--- config.mk ---
export PLATFORM = sky130hd
export DESIGN_NAME = matrix_keypad_debouncer_top
export DESIGN_NICKNAME = d
export VERILOG_FILES = /design/src/sv/mkd_pkg.sv /design/src/sv/matrix_keypad_debouncer_top.sv
export VERILOG_INCLUDE_DIRS = /design/src /design/src/sv
export SDC_FILE = /design/constraint.sdc
export NUM_CORES = 1
export LEC_CHECK = 0
export ABC_CLOCK_PERIOD_IN_PS = 12500
export BUFFER_PORTS_ARGS = -buffer_cell sky130_fd_sc_hd__clkbuf_2
export CAP_MARGIN = 20
export CORE_MARGIN = 4
export CORE_UTILIZATION = 62
export DETAILED_ROUTE_END_ITERATION = 16
export PLACE_DENSITY = 0.95
export SYNTH_ARGS = -nofsm -noshare
export SYNTH_HDL_FRONTEND = slang
export SYNTH_SLANG_ARGS = --single-unit
--- constraint.sdc ---
create_clock -name aclk -period 12.5 [get_ports aclk]
set_input_delay 2.5 -clock aclk [delete_from_list [all_inputs] [get_ports aclk]]
set_output_delay 2.5 -clock aclk [all_outputs]
set_load 0.05 [all_outputs]
--- src/sv/matrix_keypad_debouncer_top_macros.svh ---
// Assertion macros for the keypad debouncer; aclk and aresetn must be in scope.
`ifndef MATRIX_KEYPAD_DEBOUNCER_TOP_MACROS_SVH
`define MATRIX_KEYPAD_DEBOUNCER_TOP_MACROS_SVH

// Check that a condition implies another in the same cycle.
`define MKD_ASSERT_NOW(label, ante, cons) \
    label: assert property (@(posedge aclk) disable iff (!aresetn) (ante) |-> (cons)) \
        else $error("keypad debouncer check failed");

// Check that a condition implies another in the next cycle.
`define MKD_ASSERT_NEXT(label, ante, cons) \
    label: assert property (@(posedge aclk) disable iff (!aresetn) (ante) |=> (cons)) \
        else $error("keypad debouncer check failed");

`endif

--- src/sv/mkd_pkg.sv ---
// Package with widths, codes and reset values for the keypad debouncer.
`default_nettype none
package mkd_pkg;
    localparam int SCAN_BITS = 30;
    localparam int KEY_W     = 5;
    localparam int CNT_W     = 8;
    localparam int IDX_W     = 8;
    localparam int DEF_ROWS  = 5;
    localparam int DEF_COLS  = 6;

    localparam logic [KEY_W-1:0] NO_KEY     = 5'd0;
    localparam logic [KEY_W-1:0] MULTI_CODE = 5'd31;

    localparam logic [CNT_W-1:0] DEF_PRESS_COUNT   = 8'd8;
    localparam logic [CNT_W-1:0] DEF_RELEASE_COUNT = 8'd30;

    localparam logic [IDX_W-1:0] REG_PRESS_COUNT   = 8'd0;
    localparam logic [IDX_W-1:0] REG_RELEASE_COUNT = 8'd1;
endpackage
`default_nettype wire

--- src/sv/matrix_keypad_debouncer_top.sv ---
// An accepted scan is held in the input register and moves to the result register on m_* once that is free.
// Throughput: one scan per cycle while m_ready keeps the result register free; set by the single debounce state update.
// The input register and result register let a scan enter while a result waits.
// Reset (aresetn low, synchronous): run state and lock clear, no event pending,
// press_count returns to 8 and release_count to 30.
`default_nettype none
`include "matrix_keypad_debouncer_top_macros.svh"
module matrix_keypad_debouncer_top #(
    parameter int ROWS = mkd_pkg::DEF_ROWS,
    parameter int COLS = mkd_pkg::DEF_COLS
) (
    input  wire logic                         aclk,
    input  wire logic                         aresetn,
    input  wire logic                         cfg_valid,
    output logic                              cfg_ready,
    input  wire logic [mkd_pkg::IDX_W-1:0]     cfg_index,
    input  wire logic [mkd_pkg::CNT_W-1:0]     cfg_data,
    input  wire logic                         s_valid,
    output logic                              s_ready,
    input  wire logic [mkd_pkg::SCAN_BITS-1:0] s_pressed_bits,
    input  wire logic                         s_ack_event,
    output logic                              m_valid,
    input  wire logic                         m_ready,
    output logic [mkd_pkg::KEY_W-1:0]          m_settled_key,
    output logic                              m_event_pending,
    output logic [mkd_pkg::KEY_W-1:0]          m_event_key
);
    localparam int MATRIX_KEYS = (ROWS * COLS >= mkd_pkg::SCAN_BITS) ?
                                 mkd_pkg::SCAN_BITS : ROWS * COLS;

    // configuration
    logic [mkd_pkg::CNT_W-1:0] press_count_reg, release_count_reg;

    // input stage
    logic                          s1_valid_reg;
    logic [mkd_pkg::SCAN_BITS-1:0] s1_bits_reg;
    logic                          s1_ack_reg;

    // debounce state
    logic [mkd_pkg::KEY_W-1:0] cand_reg, cand_next;
    logic [mkd_pkg::CNT_W-1:0] run_reg, run_next;
    logic [mkd_pkg::KEY_W-1:0] cur_key_reg, cur_key_next;
    logic                      lock_reg, lock_next;
    logic [mkd_pkg::KEY_W-1:0] pend_key_reg, pend_key_next, pend_report;

    // result stage
    logic                      m_valid_reg;
    logic [mkd_pkg::KEY_W-1:0] settled_key_reg, event_key_reg;
    logic                      event_pending_reg;

    logic                          advance;
    logic [mkd_pkg::SCAN_BITS-1:0] scan_masked;
    logic [mkd_pkg::KEY_W-1:0]     onehot_key, raw_code;
    logic [mkd_pkg::CNT_W-1:0]     need, run_inc;

    assign advance   = s1_valid_reg && (!m_valid_reg || m_ready);
    assign s_ready   = !s1_valid_reg || advance;
    assign cfg_ready = 1'b1;

    assign m_valid         = m_valid_reg;
    assign m_settled_key   = settled_key_reg;
    assign m_event_pending = event_pending_reg;
    assign m_event_key     = event_key_reg;

    // Write configuration registers; ignore unknown indexes.
    always_ff @(posedge aclk) begin
        if (!aresetn) begin
            press_count_reg   <= mkd_pkg::DEF_PRESS_COUNT;
            release_count_reg <= mkd_pkg::DEF_RELEASE_COUNT;
        end else if (cfg_valid && cfg_ready) begin
            case (cfg_index)
                mkd_pkg::REG_PRESS_COUNT:   press_count_reg   <= cfg_data;
                mkd_pkg::REG_RELEASE_COUNT: release_count_reg <= cfg_data;
                default: ;
            endcase
        end
    end

    // Hold the scan transaction in the input register until it advances.
    always_ff @(posedge aclk) begin
        if (!aresetn) begin
            s1_valid_reg <= 1'b0;
        end else if (s_ready) begin
            s1_valid_reg <= s_valid;
        end
    end

    always_ff @(posedge aclk) begin
        if (s_valid && s_ready) begin
            s1_bits_reg <= s_pressed_bits;
            s1_ack_reg  <= s_ack_event;
        end
    end

    // Encode the scan: mask off-matrix bits; none set gives NO_KEY, several MULTI_CODE, one its key number.
    always_comb begin
        scan_masked = '0;
        onehot_key  = mkd_pkg::NO_KEY;
        for (int i = 0; i < mkd_pkg::SCAN_BITS; i++) begin
            scan_masked[i] = s1_bits_reg[i] && (i < MATRIX_KEYS);
            if (scan_masked[i]) begin
                onehot_key = onehot_key | mkd_pkg::KEY_W'(i + 1);
            end
        end
        if (scan_masked == '0) begin
            raw_code = mkd_pkg::NO_KEY;
        end else if ((scan_masked & (scan_masked - 1'b1)) != '0) begin
            raw_code = mkd_pkg::MULTI_CODE;
        end else begin
            raw_code = onehot_key;
        end
    end

    // Debounce: count the run, then latch a press or a release.
    always_comb begin
        cand_next    = cand_reg;
        run_next     = run_reg;
        cur_key_next = cur_key_reg;
        lock_next    = lock_reg;
        pend_report  = pend_key_reg;
        need         = (cand_reg == mkd_pkg::NO_KEY) ? release_count_reg : press_count_reg;
        run_inc      = (run_reg < need) ? run_reg + 1'b1 : run_reg;
        if (raw_code != cand_reg) begin
            cand_next = raw_code;
            run_next  = 8'd1;
        end else begin
            run_next = run_inc;
            if (run_inc >= need) begin
                if (cand_reg == mkd_pkg::NO_KEY) begin
                    cur_key_next = mkd_pkg::NO_KEY;
                    lock_next    = 1'b0;
                end else if (cand_reg != mkd_pkg::MULTI_CODE && !lock_reg &&
                             cur_key_reg != cand_reg) begin
                    cur_key_next = cand_reg;
                    pend_report  = cand_reg;
                    lock_next    = 1'b1;
                end
            end
        end
        pend_key_next = s1_ack_reg ? mkd_pkg::NO_KEY : pend_report;
    end

    // Advance debounce state once per scan.
    always_ff @(posedge aclk) begin
        if (!aresetn) begin
            cand_reg     <= mkd_pkg::NO_KEY;
            run_reg      <= '0;
            cur_key_reg  <= mkd_pkg::NO_KEY;
            lock_reg     <= 1'b0;
            pend_key_reg <= mkd_pkg::NO_KEY;
        end else if (advance) begin
            cand_reg     <= cand_next;
            run_reg      <= run_next;
            cur_key_reg  <= cur_key_next;
            lock_reg     <= lock_next;
            pend_key_reg <= pend_key_next;
        end
    end

    // Load the result register; drop valid once the transaction is taken.
    always_ff @(posedge aclk) begin
        if (!aresetn) begin
            m_valid_reg <= 1'b0;
        end else if (advance) begin
            m_valid_reg <= 1'b1;
        end else if (m_ready) begin
            m_valid_reg <= 1'b0;
        end
    end

    always_ff @(posedge aclk) begin
        if (advance) begin
            settled_key_reg   <= cur_key_next;
            event_pending_reg <= (pend_report != mkd_pkg::NO_KEY);
            event_key_reg     <= pend_report;
        end
    end

    // Lock is set exactly while a key is latched.
    `MKD_ASSERT_NOW(lock_matches_key, 1'b1, lock_reg == (cur_key_reg != mkd_pkg::NO_KEY))
    // A multiple-key code never latches as the current key.
    `MKD_ASSERT_NOW(no_multi_latch, 1'b1, cur_key_reg != mkd_pkg::MULTI_CODE)
    // A stalled scan stays in the input register.
    `MKD_ASSERT_NEXT(stall_holds_scan, s1_valid_reg && !advance, s1_valid_reg)
    // The pending flag agrees with the event key in every result.
    `MKD_ASSERT_NOW(event_flag_matches, m_valid_reg,
                    event_pending_reg == (event_key_reg != mkd_pkg::NO_KEY))
endmodule
`default_nettype wire
==> metrics.log <==
[metrics] status: finished clean
[metrics] sequential cell fraction of total power: between 50% and 60%
[metrics] number of placed I/O pins: between 60 and 70
[metrics] mean number of vias per cell: ~6.3
[metrics] final period utilization: between 40% and 50%
[metrics] kind of critical path: in -> out
[metrics] worst slew margin relative to its limit: 33.2%
[metrics] dominant cell type by area after synthesis: sky130_fd_sc_hd__edfxtp_1
[metrics] total clock sinks: between 80 and 90
[metrics] vias: 3796
[metrics] global-route wire length before repair: around 17000 um
[metrics] static leakage: 1.91 nW
[metrics] Post-Syn Instances: 442
[metrics] Final Hold Fails: 0
[metrics] main flop type after synthesis: sky130_fd_sc_hd__edfxtp_1
[metrics] power density over the cells: approximately 120 nW/um2
[metrics] diode count: 0
[metrics] remaining global-route overflow: 0
[metrics] Post CTS Setup Buffer Count: 0
[metrics] row count: 30
[metrics] sort of element at the end of the critical path: output pin
[metrics] Core Box Area: about 6900 um2
[metrics] clock power share: 38.7%
[metrics] Longest Clk Path Bufs: 2
[metrics] first-pass iteration count of the detailed router: 6
[metrics] hold-fix buffer count after cts: 0
[metrics] data arrival time of the critical path: approximately 3.2 ns
[metrics] required time at the endpoint of the critical path: roughly 10 ns
[metrics] Reg clk slew, reported paths: 0.08 ns
[metrics] Iteration-0 DRC Markers: approximately 310
[metrics] Die Ht: 93.0 um
[metrics] final-stage net count: roughly 560
[metrics] clock tree from TritonCTS: done
[metrics] combined global-route utilization of all metal layers: between 20% and 30%
[metrics] residual antenna-violating net count after detailed routing: 0
[metrics] estimated wirelength of the detail-placed design: just over 7000 um
[metrics] number of setup violations in the final report: 0
[metrics] final cell utilization of the core: 73.8%
[metrics] number of maximum-capacitance violations: 0
[metrics] Avg Cell Area, Syn: approximately 10 um2
[metrics] IR Drop Worst-Case VDD: 93.8 uV
[metrics] Int Pwr: between 0.4 and 0.5 mW
[metrics] initial standard-cell utilization of the core: between 60% and 70%
[metrics] top cell types by occurrence after synthesis: sky130_fd_sc_hd__dfxtp_1 (42), sky130_fd_sc_hd__edfxtp_1 (42), sky130_fd_sc_hd__nor2_1 (38)
[metrics] Synth Register Bits: 84
[metrics] Clock Tree Root: sky130_fd_sc_hd__clkbuf_8
[metrics] total of warnings raised by yosys: 0
[metrics] share of flip-flops with an asynchronous set or reset: 0%
[metrics] power spent charging and discharging nets: about 0.15 mW
[metrics] register area share after synthesis: roughly 47%
[metrics] flip-flop count of the largest register after layout: 30
[metrics] number of global-route vias before repair: approximately 3800
[metrics] CTS-repair resized insts: 0
[metrics] Setup Total Neg Slack: 0 ns
[metrics] Min-Delay Path Class: reg -> reg
[metrics] pins over their slew limit: 0
[metrics] pin count of the biggest net entering global routing: 32
[metrics] clock network latency to the later pin of the worst-skew pair: between 0.3 and 0.4 ns
[metrics] setup repair after global routing missed its margin: no
[metrics] Port-buffer cells: 64
[metrics] EDFF count, synth: 42
[metrics] drt drc: 0
[metrics] fraction of synthesized cell area taken by the top area cell type: approximately 28%
[metrics] Final Skew: approximately 0.012 ns
[metrics] launching element type of the critical path: input port
[metrics] Final Wtd Congestion: between 0.9 and 1
[metrics] Post-Place Setup Slack: 6.82 ns
[metrics] maximum fanout along the worst path: 4
[metrics] shortest clock period the worst path allows after layout: about 5.7 ns
[metrics] top cells by area in the synthesized netlist: sky130_fd_sc_hd__edfxtp_1 (28%), sky130_fd_sc_hd__dfxtp_1 (19%), sky130_fd_sc_hd__mux2i_1 (4.9%)
[metrics] Syn Std Cell Area: about 4500 um2
[metrics] fraction of final layout cells sized beyond drive strength 1: around 20%
[metrics] total routed wirelength: roughly 10000 um
[metrics] Power, Total: a little under 0.6 mW
[metrics] switch share: approximately a quarter
[metrics] worst slew pin tran: 1.00 ns
[metrics] x dimension of the die: 93.0 um
[metrics] Netlist cell types: between 60 and 70
[metrics] post-synth net total: a little over 500
[metrics] maximum operating frequency: roughly 180 MHz
[metrics] routed wire length per instance: approximately 17 um
[metrics] relative area change from synthesis to final layout: 13.8%
[metrics] relative contribution of combinational cells to total power: 9.1%
[metrics] CTS H-tree lvls: 3
[metrics] final critical-path setup slack: 6.79 ns
[metrics] floorplan die area: 8640 um2
[metrics] antenna violations before repair: 0
[metrics] number of buffers created by CTS: 9
## worst max-delay path, stage by stage
cell                       delay, ns
sky130_fd_sc_hd__clkbuf_2       0.09
sky130_fd_sc_hd__nor2b_1        0.24
sky130_fd_sc_hd__nand2_1        0.13
sky130_fd_sc_hd__clkbuf_2       0.26
## cells by family after synthesis
group | synth area share (%)
multiplexers | 5.68
flip-flops | 47.0
AO/OA/AOI/OAI | 16.4
buffers and inverters | 2.99
AND/OR/NAND/NOR | 20.8
adder cells (fa/ha/maj) | 4.36
XOR/XNOR | 2.74
other | 0.0838
## cell type report
type / instances / area (um2)
multi-input cells: 326 / 2240
repair buffers: 66 / 355
well taps: 96 / 120
flip-flops and latches: 84 / 2100
clock inverters: 7 / 115
fillers: 500 / 1810
inverters: 10 / 37.5
clock buffers: 9 / 124
## power by group through the flow
stage	combinational [mW]	clock [mW]	sequential (mW)
2_1_floorplan	0.0346	0	0.317
4_1_cts	0.0538	0.231	0.311
3_5_place_dp	0.0535	0	0.317
3_3_place_gp	0.0507	0	0.317
5_1_grt	0.0591	0.247	0.313
6_report	0.0541	0.231	0.312
## metrics by stage
stage	instances	hold WS (ns)	cell area (um2)
2_1_floorplan	442	0.441	4480
4_1_cts	598	0.491	5090
6_report	598	0.490	5090
5_1_grt	598	0.524	5090
3_5_place_dp	582	0.469	4850
3_3_place_gp	581	0.455	4830
## layout by cell type, fill, tap and decap left out, types with 9 or more instances in the layout
cell type / instances
sky130_fd_sc_hd__a21oi_1: 24
sky130_fd_sc_hd__edfxtp_1: 42
sky130_fd_sc_hd__clkbuf_8: 9
sky130_fd_sc_hd__dfxtp_1: 42
sky130_fd_sc_hd__clkbuf_2: 64
sky130_fd_sc_hd__inv_1: 10
sky130_fd_sc_hd__nand4_1: 9
sky130_fd_sc_hd__ha_1: 14
sky130_fd_sc_hd__o21ai_0: 19
sky130_fd_sc_hd__nand3_1: 21
sky130_fd_sc_hd__mux2i_1: 22
sky130_fd_sc_hd__xnor2_1: 9
sky130_fd_sc_hd__nand2_1: 26
sky130_fd_sc_hd__nor2_1: 38
sky130_fd_sc_hd__nor3_1: 13
## worst paths after layout
check	startpoint	slack (ns)	cells after the start	endpoint
worst max-delay path	m_ready	6.79	4	s_ready
worst min register to register	release_count_reg[1]	0.49	2	release_count_reg[1]
worst min-delay path	release_count_reg[1]	0.49	2	release_count_reg[1]
worst max register to register	cand_reg[0]	6.84	17	m_event_key[1]
## routing by layer
layer  wire [um]  global-route usage (%)  vias to the layer above  share of wire [%]
met2        5200                    43.0                      176                 50
met3         674                    4.06                       32                6.5
met4         290                    12.9                        0                2.8
met5           0                       0                        -                  0
met1        4140                    30.6                     1791                 40
li1            -                       -                     1797                  -
Power figures use the tool's default switching activity.
